$ cat config.mk
export PLATFORM = sky130hd
export DESIGN_NAME = cha_binner
export DESIGN_NICKNAME = d
export VERILOG_FILES = /design/src/cha_pkg.sv /design/src/cha_binner.sv
export SDC_FILE = /design/constraint.sdc
export NUM_CORES = 2
export LEC_CHECK = 0
export BUFFER_PORTS_ARGS = -buffer_cell sky130_fd_sc_hd__buf_2
export CAP_MARGIN = 20
export CORE_MARGIN = 5
export CORE_UTILIZATION = 55
export CTS_BUF_LIST = sky130_fd_sc_hd__clkbuf_16
export CTS_CLUSTER_SIZE = 14
export DETAILED_ROUTE_END_ITERATION = 16
export MAX_ROUTING_LAYER = met4
export PLACE_DENSITY_LB_ADDON = 0.2
export SLEW_MARGIN = 20
export SYNTH_ARGS = -nofsm -noshare
export SYNTH_HDL_FRONTEND = slang
export SYNTH_SLANG_ARGS = --single-unit
export TNS_END_PERCENT = 1
$ cat constraint.sdc
create_clock -name clock -period 8.3 [get_ports clock]
set_input_delay 0.415 -clock clock [delete_from_list [all_inputs] [get_ports clock]]
set_output_delay 0.415 -clock clock [all_outputs]
set_load 0.02 [all_outputs]
$ cat src/cha_pkg.sv
`default_nettype none

package cha_pkg;

   localparam int STORE_DEPTH = 256;
   localparam int ADDR_W      = $clog2(STORE_DEPTH);
   localparam int COUNT_W     = 32;
   localparam int SAMPLE_W    = 24;
   localparam int NBINS_W     = 8;
   localparam int HALF_W      = 23;

   localparam logic [NBINS_W-1:0] NBINS_RESET      = 8'd100;
   localparam logic [HALF_W-1:0]  HALF_RANGE_RESET = 23'd327680;

   // operation codes
   localparam logic [1:0] OP_ACCUM = 2'd0;
   localparam logic [1:0] OP_READ  = 2'd1;
   localparam logic [1:0] OP_CLEAR = 2'd2;

   // register indexes (byte address bit 2)
   localparam logic REG_NBINS      = 1'b0;
   localparam logic REG_HALF_RANGE = 1'b1;

   typedef struct packed {
      logic [1:0]                 opcode;
      logic signed [SAMPLE_W-1:0] sample;
      logic [ADDR_W-1:0]          read_index;
   } cha_req_type;

   typedef struct packed {
      logic               in_range;
      logic [ADDR_W-1:0]  bin_index;
      logic [COUNT_W-1:0] bin_value;
      logic [COUNT_W-1:0] inrange_total;
      logic [COUNT_W-1:0] sample_total;
   } cha_rsp_type;

   typedef struct packed {
      logic              hit;
      logic [ADDR_W-1:0] index;
   } cha_bin_result_type;

   function automatic logic [COUNT_W-1:0] sat_inc(input logic [COUNT_W-1:0] v);
      return (v == {COUNT_W{1'b1}}) ? v : v + {{(COUNT_W-1){1'b0}}, 1'b1};
   endfunction

endpackage

`default_nettype wire

$ cat src/cha_binner.sv
`default_nettype none

module cha_binner import cha_pkg::*; (
   input  wire logic                       clock,
   input  wire logic                       reset,
   input  wire logic                       start,
   input  wire logic signed [SAMPLE_W-1:0] sample,
   input  wire logic [NBINS_W-1:0]         nbins,
   input  wire logic [HALF_W-1:0]          half_range,
   output logic                            done,
   output cha_bin_result_type              result
);

   localparam logic [1:0] B_IDLE  = 2'd0;
   localparam logic [1:0] B_CHECK = 2'd1;
   localparam logic [1:0] B_DIV   = 2'd2;

   logic [1:0]         state_ff, state_in;
   logic               done_ff, done_in;
   logic [2:0]         step_ff, step_in;
   logic signed [32:0] prod_ff, prod_in;
   logic [32:0]        off_ff, off_in;
   logic [32:0]        lim_ff, lim_in;
   logic [HALF_W:0]    den_ff, den_in;
   logic               zero_ff, zero_in;
   logic [32:0]        rem_ff, rem_in;
   logic [7:0]         quot_ff, quot_in;
   cha_bin_result_type result_ff, result_in;

   logic signed [33:0] shifted;
   logic [32:0]        den_sh;
   logic               ge;

   // numerator moved up by nbins/2 (rounded down) bins plus half a bin, so the quotient is the bin index itself
   assign shifted = $signed({prod_ff[32], prod_ff}) + $signed({1'b0, off_ff});
   assign den_sh  = 33'(den_ff) << step_ff;
   assign ge      = (rem_ff >= den_sh);

   always_comb begin
      state_in  = state_ff;
      done_in   = 1'b0;
      step_in   = step_ff;
      prod_in   = prod_ff;
      off_in    = off_ff;
      lim_in    = lim_ff;
      den_in    = den_ff;
      zero_in   = zero_ff;
      rem_in    = rem_ff;
      quot_in   = quot_ff;
      result_in = result_ff;
      unique case (state_ff)
         B_IDLE: begin
            if (start) begin
               den_in  = {half_range, 1'b0};
               prod_in = $signed({{9{sample[SAMPLE_W-1]}}, sample})
                         * $signed({25'd0, nbins});
               off_in  = 33'(nbins[NBINS_W-1:1]) * 33'({half_range, 1'b0})
                         + 33'(half_range);
               lim_in  = 33'({1'b0, nbins} + 9'd1) * 33'({half_range, 1'b0});
               zero_in = (half_range == '0);
               state_in = B_CHECK;
            end
         end
         B_CHECK: begin
            if (zero_ff || shifted[33] || (shifted[32:0] >= lim_ff)) begin
               result_in.hit   = 1'b0;
               result_in.index = '0;
               done_in  = 1'b1;
               state_in = B_IDLE;
            end else begin
               rem_in   = shifted[32:0];
               quot_in  = '0;
               step_in  = 3'd7;
               state_in = B_DIV;
            end
         end
         B_DIV: begin
            // one quotient bit per cycle, most significant first
            if (ge) begin
               rem_in = rem_ff - den_sh;
            end
            quot_in = {quot_ff[6:0], ge};
            step_in = step_ff - 3'd1;
            if (step_ff == 3'd0) begin
               result_in.hit   = 1'b1;
               result_in.index = {quot_ff[6:0], ge};
               done_in  = 1'b1;
               state_in = B_IDLE;
            end
         end
         default: begin
            state_in = B_IDLE;
         end
      endcase
   end

   always_ff @(posedge clock) begin
      if (reset) begin
         state_ff <= B_IDLE;
         done_ff  <= 1'b0;
         step_ff  <= '0;
      end else begin
         state_ff <= state_in;
         done_ff  <= done_in;
         step_ff  <= step_in;
      end
   end

   always_ff @(posedge clock) begin
      prod_ff   <= prod_in;
      off_ff    <= off_in;
      lim_ff    <= lim_in;
      den_ff    <= den_in;
      zero_ff   <= zero_in;
      rem_ff    <= rem_in;
      quot_ff   <= quot_in;
      result_ff <= result_in;
   end

   assign done   = done_ff;
   assign result = result_ff;

endmodule

`default_nettype wire

# ---- Word-level counts from Yosys, hierarchy flattened
# Index checks and enable logic that the tools add are counted.
# Widths: inputs -> output; s select.
dict set report word_totals {
  elab_cells 58
  latch_bits 0
  rom_bits 0
  in_bits 58
  mem_bits_rw 0
  regBits 177
  mem_count 0
}
dict set report op_classes {
  bitwise 0
  div_mod_pow 0
  reduce_logical 11
  mul 3
  shift 1
  muxes 17
  eq_ne 7
  addsub 5
  order_cmp 2
}
# op count
set ops {}
lappend ops {{$ge 33x33->1} 2}
lappend ops {{$mux 33} 2}
lappend ops {{$pmux 33 s2} 1}
lappend ops {{$add 33x34->34} 1}
lappend ops {{$mul 24x9->33} 1}
lappend ops {{$shl 24x3->33} 1}
lappend ops {{$sub 33x33->33} 1}
lappend ops {{$add 31x23->32} 1}
lappend ops {{$mul 9x23->32} 1}
lappend ops {{$mul 7x23->30} 1}
lappend ops {{$logic_not 23->1} 1}
lappend ops {{$mux 9} 2}
lappend ops {{$pmux 9 s2} 1}
lappend ops {{$pmux 7 s2} 1}
lappend ops {{$ne 2x2->1 const B} 5}
lappend ops {{$add 8x1->9 const B} 1}
lappend ops {{$mux 7} 1}
lappend ops {{$mux 2} 3}
lappend ops {{$pmux 2 s3} 1}
lappend ops {{$pmux 3 s2} 1}
lappend ops {{$reduce_and 2->1} 3}
lappend ops {{$reduce_and 3->1} 2}
lappend ops {{$logic_not 3->1} 1}
lappend ops {{$mux 3} 1}
lappend ops {{8 further kinds} 10}

# ---- Logic depth before layout (Yosys ltp)
dict set report logic_depth {
  depth_word 5
  ltp_mapped 29
  mapped_depth_nobuf 28
}

# ---- Least setup slack after synthesis
# OpenSTA, ideal clock, no wires.
dict set report synth_path {
  path_type {input -> register}
  start {input nbins[7]}
  end {register off_ff[29], data pin}
  t_arrival_ns 6.340
  setup_slack_ns 1.697
  path_buffers 2
  cell_stages 26
  setup_time_ns 0.263
  path_cell_list {clkbuf_1 > clkbuf_1 > nand2_1 > fa_1 > fa_1 > inv_1 > fa_1 > inv_1 > fa_1 > inv_1 > ha_1 > or3_1 > o22ai_2 > o21ai_0 > a21o_1 > a21oi_1 > xnor2_1 > ha_1 > nor2b_1 > o21ai_0 > nand2_1 > o32a_1 > a221oi_2 > a22o_1 > nor3_1 > xnor2_1}
}
dict set report synth_between {
  elab_chain_len 2
}
# element line_no
set synth_lines {}
lappend synth_lines {{start: declaration} cha_binner.sv:8} ;# input wire logic [NBINS_W-1:0] nbins,
lappend synth_lines {{$mul 7x23->30} cha_binner.sv:57} ;# off_in = 33'(nbins[NBINS_W-1:1]) * 33'({half_range, 1'b0})
lappend synth_lines {{$add 31x23->32} cha_binner.sv:58} ;# + 33'(half_range);
lappend synth_lines {{end signal: assignment} cha_binner.sv:111} ;# off_ff <= off_in;
lappend synth_lines {{end: declaration} cha_binner.sv:22} ;# logic [32:0] off_ff, off_in;
# No other way between the ends.
# A chain may end at the register's enable or synchronous reset.

# ---- Worst setup path in the final report
dict set report layout_path {
  start {input nbins[3]}
  end {register off_ff[31], data pin}
}
# The elaborated chain is that of the path after synthesis.

==> impl_metrics.ini <==
[power]
switchingPower_mw = 6.94
p_clk_share_pct = 6.2
p_int_mw = 6.70
ir_worst_vdd_uv = 187
power_frac_seq_pct = 14.3
p_sw_share_pct = 50.9
comb_power_share_pct = 79.5
p_leak_nw = 15.3
p_per_area_mw_per_mm2 = 430
power_mw = 13.6

[floorplan]
die_w_um = 244
initial_core_util_pct = 55.7
core-area_mm2 = 0.0540
die_h_um = 244
row_count = 85
ios = 68
die-area_mm2 = 0.0595

[detailed_routing]
drc_errors = 0
viasPerCell = 5.79
vias = 22900
wl_um = 77300
drtIter0Drc = 1231
drt-wirelength-per-cell_um = 19.5
antenna_left = 0
drtPass1Iterations = 5

[clock_tree]
cts_repair_resize_count = 0
root_buffer = clkbuf_16
cts_made_buffers = 17
cts.sinks = 175
cts_tree = built
hold_buffers = 0
cts_buffer_depth = 2
clock_latency_ps = 500
clk_pin_slew_worst_paths_ps = 70
htreeDepth = 4
cts_setup_buffers = 0

[global_route]
grt_max_degree = 68
grt_pass1_vias = 24300
grt_overflow_total = 0
track_usage_pct = 27.3
grt_first_pass_wirelength_um = 126000
antenna_found_initial = 0

[cells_and_area]
drive_above_1_share_pct = 5.83
instances_no_fill = 3956
final_nets = 4002
area_growth_pct = 5.47
antenna_cells = 0

[sta]
worstMarginPinSlew_ps = 1030
post-route-min-period_ps = 7010
fin_crit_sh_pct = 84.5
fmax_ghz = 0.143
maxSlewHeadroom_pct = 31.5
finalSetupViolCount = 0
slew_violations = 0
rsz0062_at_grt = false
hold_violations = 0
skew_ps = 13.4
tns_ps = 0

[synth]
postSynthCellCount = 3242
synth_seq_area_share_pct = 17.3
synth.distinct_cells = 81
syn_avg_cell_area_um2 = 9.28
postSynth.asyncResetShare_pct = 0
ys_warn_count = 0
synth.net_count = 3997
synth_area_mm2 = 0.0301
synth_ff_type = edfxtp_1
synth-edff-count = 169
synth-seq-cells = 175

[setup_path]
crit_end = off_ff[31]
cp.required_ps = 8650
endpoint_kind = register
critPathKind = input port to register
reg2reg_from = den_ff[1]
crit_path_start_kind = input port
r2r_end = rem_ff[8]
crit_start = nbins[3]
reg2reg_depth = 23
r2r_slack_ps = 1680
path_max_fanout = 27
cp.arrival_ps = 7360

[placed_design]
io_buffers = 67
dpl.hpwl_um = 61700
routabilityCongestion = 0.946
dp.cells = 3924

[min_path]
holdCritPathClass = input port to register

[run]
maxCapViolCount = 0

[run_status]
status = finished, final reports clean
## registers in the layout, indices dropped and copies added (netlist names)
| signal | count |
|---|---|
| step_ff | 3 |
| lim_ff | 32 |
| quot_ff | 7 |
| done | 1 |
| zero_ff | 1 |
| off_ff | 31 |
| state_ff | 2 |
| den_ff | 23 |
| rem_ff | 33 |
| prod_ff | 33 |
| result | 9 |
## cell type report
type | instances | area (um^2)
Tap cell | 696 | 871
Clock inverter | 15 | 171
Multi-Input combinational cell | 2415 | 22400
Clock buffer | 17 | 425
Sequential cell | 175 | 5190
Inverter | 541 | 2030
Timing Repair Buffer | 97 | 581
Fill cell | 4727 | 22300
## layer usage
| metal | wire [um] | vias to the layer above | part of all wire, % | global-route usage [%] |
|---|---|---|---|---|
| met5 | 0 | - | 0 | - |
| met4 | 2330 | 0 | 3.0 | 8.66 |
| met3 | 3890 | 153 | 5.0 | 3.61 |
| met2 | 39000 | 650 | 50 | 47.4 |
| met1 | 32100 | 11500 | 41 | 33.5 |
| li1 | - | 10600 | - | - |
## power by group through the flow
| stage | logic, mW | clock network (mW) | registers, mW |
|---|---|---|---|
| 6_report | 10.8 | 0.842 | 1.95 |
| 5_1_grt | 12.1 | 0.893 | 1.97 |
| 4_1_cts | 10.8 | 0.862 | 1.95 |
| 3_5_place_dp | 10.7 | 0 | 1.97 |
| 3_3_place_gp | 10.5 | 0 | 1.97 |
| 2_1_floorplan | 8.22 | 0 | 1.86 |
## logic make-up (layout without fill, tap and decap cells)
logic type               after synthesis  after routing  synth area share [%]
XOR/XNOR                             159            159                  4.66
AO/OA/AOI/OAI                        522            522                  11.4
adder cells (fa/ha/maj)              697            697                  39.1
AND/OR/NAND/NOR                      978            978                  16.7
flip-flops                           175            175                  17.3
multiplexers                          59             59                  2.66
buffers and inverters                652            670                  8.16
## worst max-delay path: stages
cell	delay, ps
buf_2	460
buf_4	370
and2_1	190
fa_1	440
fa_1	400
fa_1	510
inv_1	50
fa_1	530
inv_1	40
ha_1	360
a2111oi_0	440
a211oi_1	90
o21ai_1	240
nand2b_1	100
a21oi_1	240
o21bai_1	90
a21oi_1	170
xnor2_1	90
ha_1	320
nand2_1	90
nor2_1	170
nand3_1	100
nor3_1	200
o32a_1	310
a41oi_1	240
or4_1	560
nor2_1	120
## metrics by stage
stage	util (%)	hold slack [ps]	worst slack (ps)	cell area, um^2
6_report	58.7	154	1290	31700
5_1_grt	58.7	135	811	31700
3_5_place_dp	57.6	503	769	31100
2_1_floorplan	-	460	1700	30100
3_3_place_gp	57.5	480	1030	31100
4_1_cts	58.7	119	1300	31700
## how the worst min path moves through the flow
stage / startpoint / to / slack [ps] / depth (start not counted)
2_1_floorplan: state_ff[1] / state_ff[1] / 460 / 2
3_3_place_gp: state_ff[1] / state_ff[1] / 480 / 2
3_5_place_dp: state_ff[1] / state_ff[1] / 500 / 2
4_1_cts: reset / state_ff[1] / 120 / 2
5_1_grt: reset / step_ff[0] / 130 / 2
6_report: reset / state_ff[1] / 150 / 2
## cell usage after synthesis, drive strengths merged (46+ instances only)
| cell type | instances | share of area (%) |
|---|---|---|
| nor2 | 102 | 1.3 |
| and2 | 253 | 5.3 |
| xor2 | 55 | 1.6 |
| ha | 293 | 12 |
| fa | 404 | 27 |
| nand2b | 53 | 1.1 |
| nand3 | 46 | 0.77 |
| o21ai | 106 | 1.8 |
| nand2 | 317 | 4.0 |
| a21o | 96 | 2.4 |
| a21oi | 149 | 2.5 |
| clkbuf | 107 | 1.3 |
| nor2b | 87 | 1.8 |
| inv | 541 | 6.8 |
| xnor2 | 104 | 3.0 |
| edfxtp | 169 | 17 |
## cells in the final DEF (no fill, tap or decap), types with 11 or more instances in the layout
cell         n
xnor2_1    104
buf_4       29
and2_1     251
o21bai_1    19
a211oi_1    24
fa_1       404
a21o_1      96
mux4_2      15
nand4_1     18
and3_1      21
mux2_2      18
nor2_1     102
edfxtp_1   169
a21oi_1    149
inv_1      540
o21a_1      24
or3_1       11
o21ai_0    100
nand2b_1    53
buf_2       67
nand3_1     46
mux2i_1     26
nor3_1      31
o211ai_1    12
a31oi_1     14
xor2_1      54
nor4_1      11
ha_1       292
nor2b_1     87
nand2_1    317
clkbuf_16   17
(Power assumes the default switching activity.)
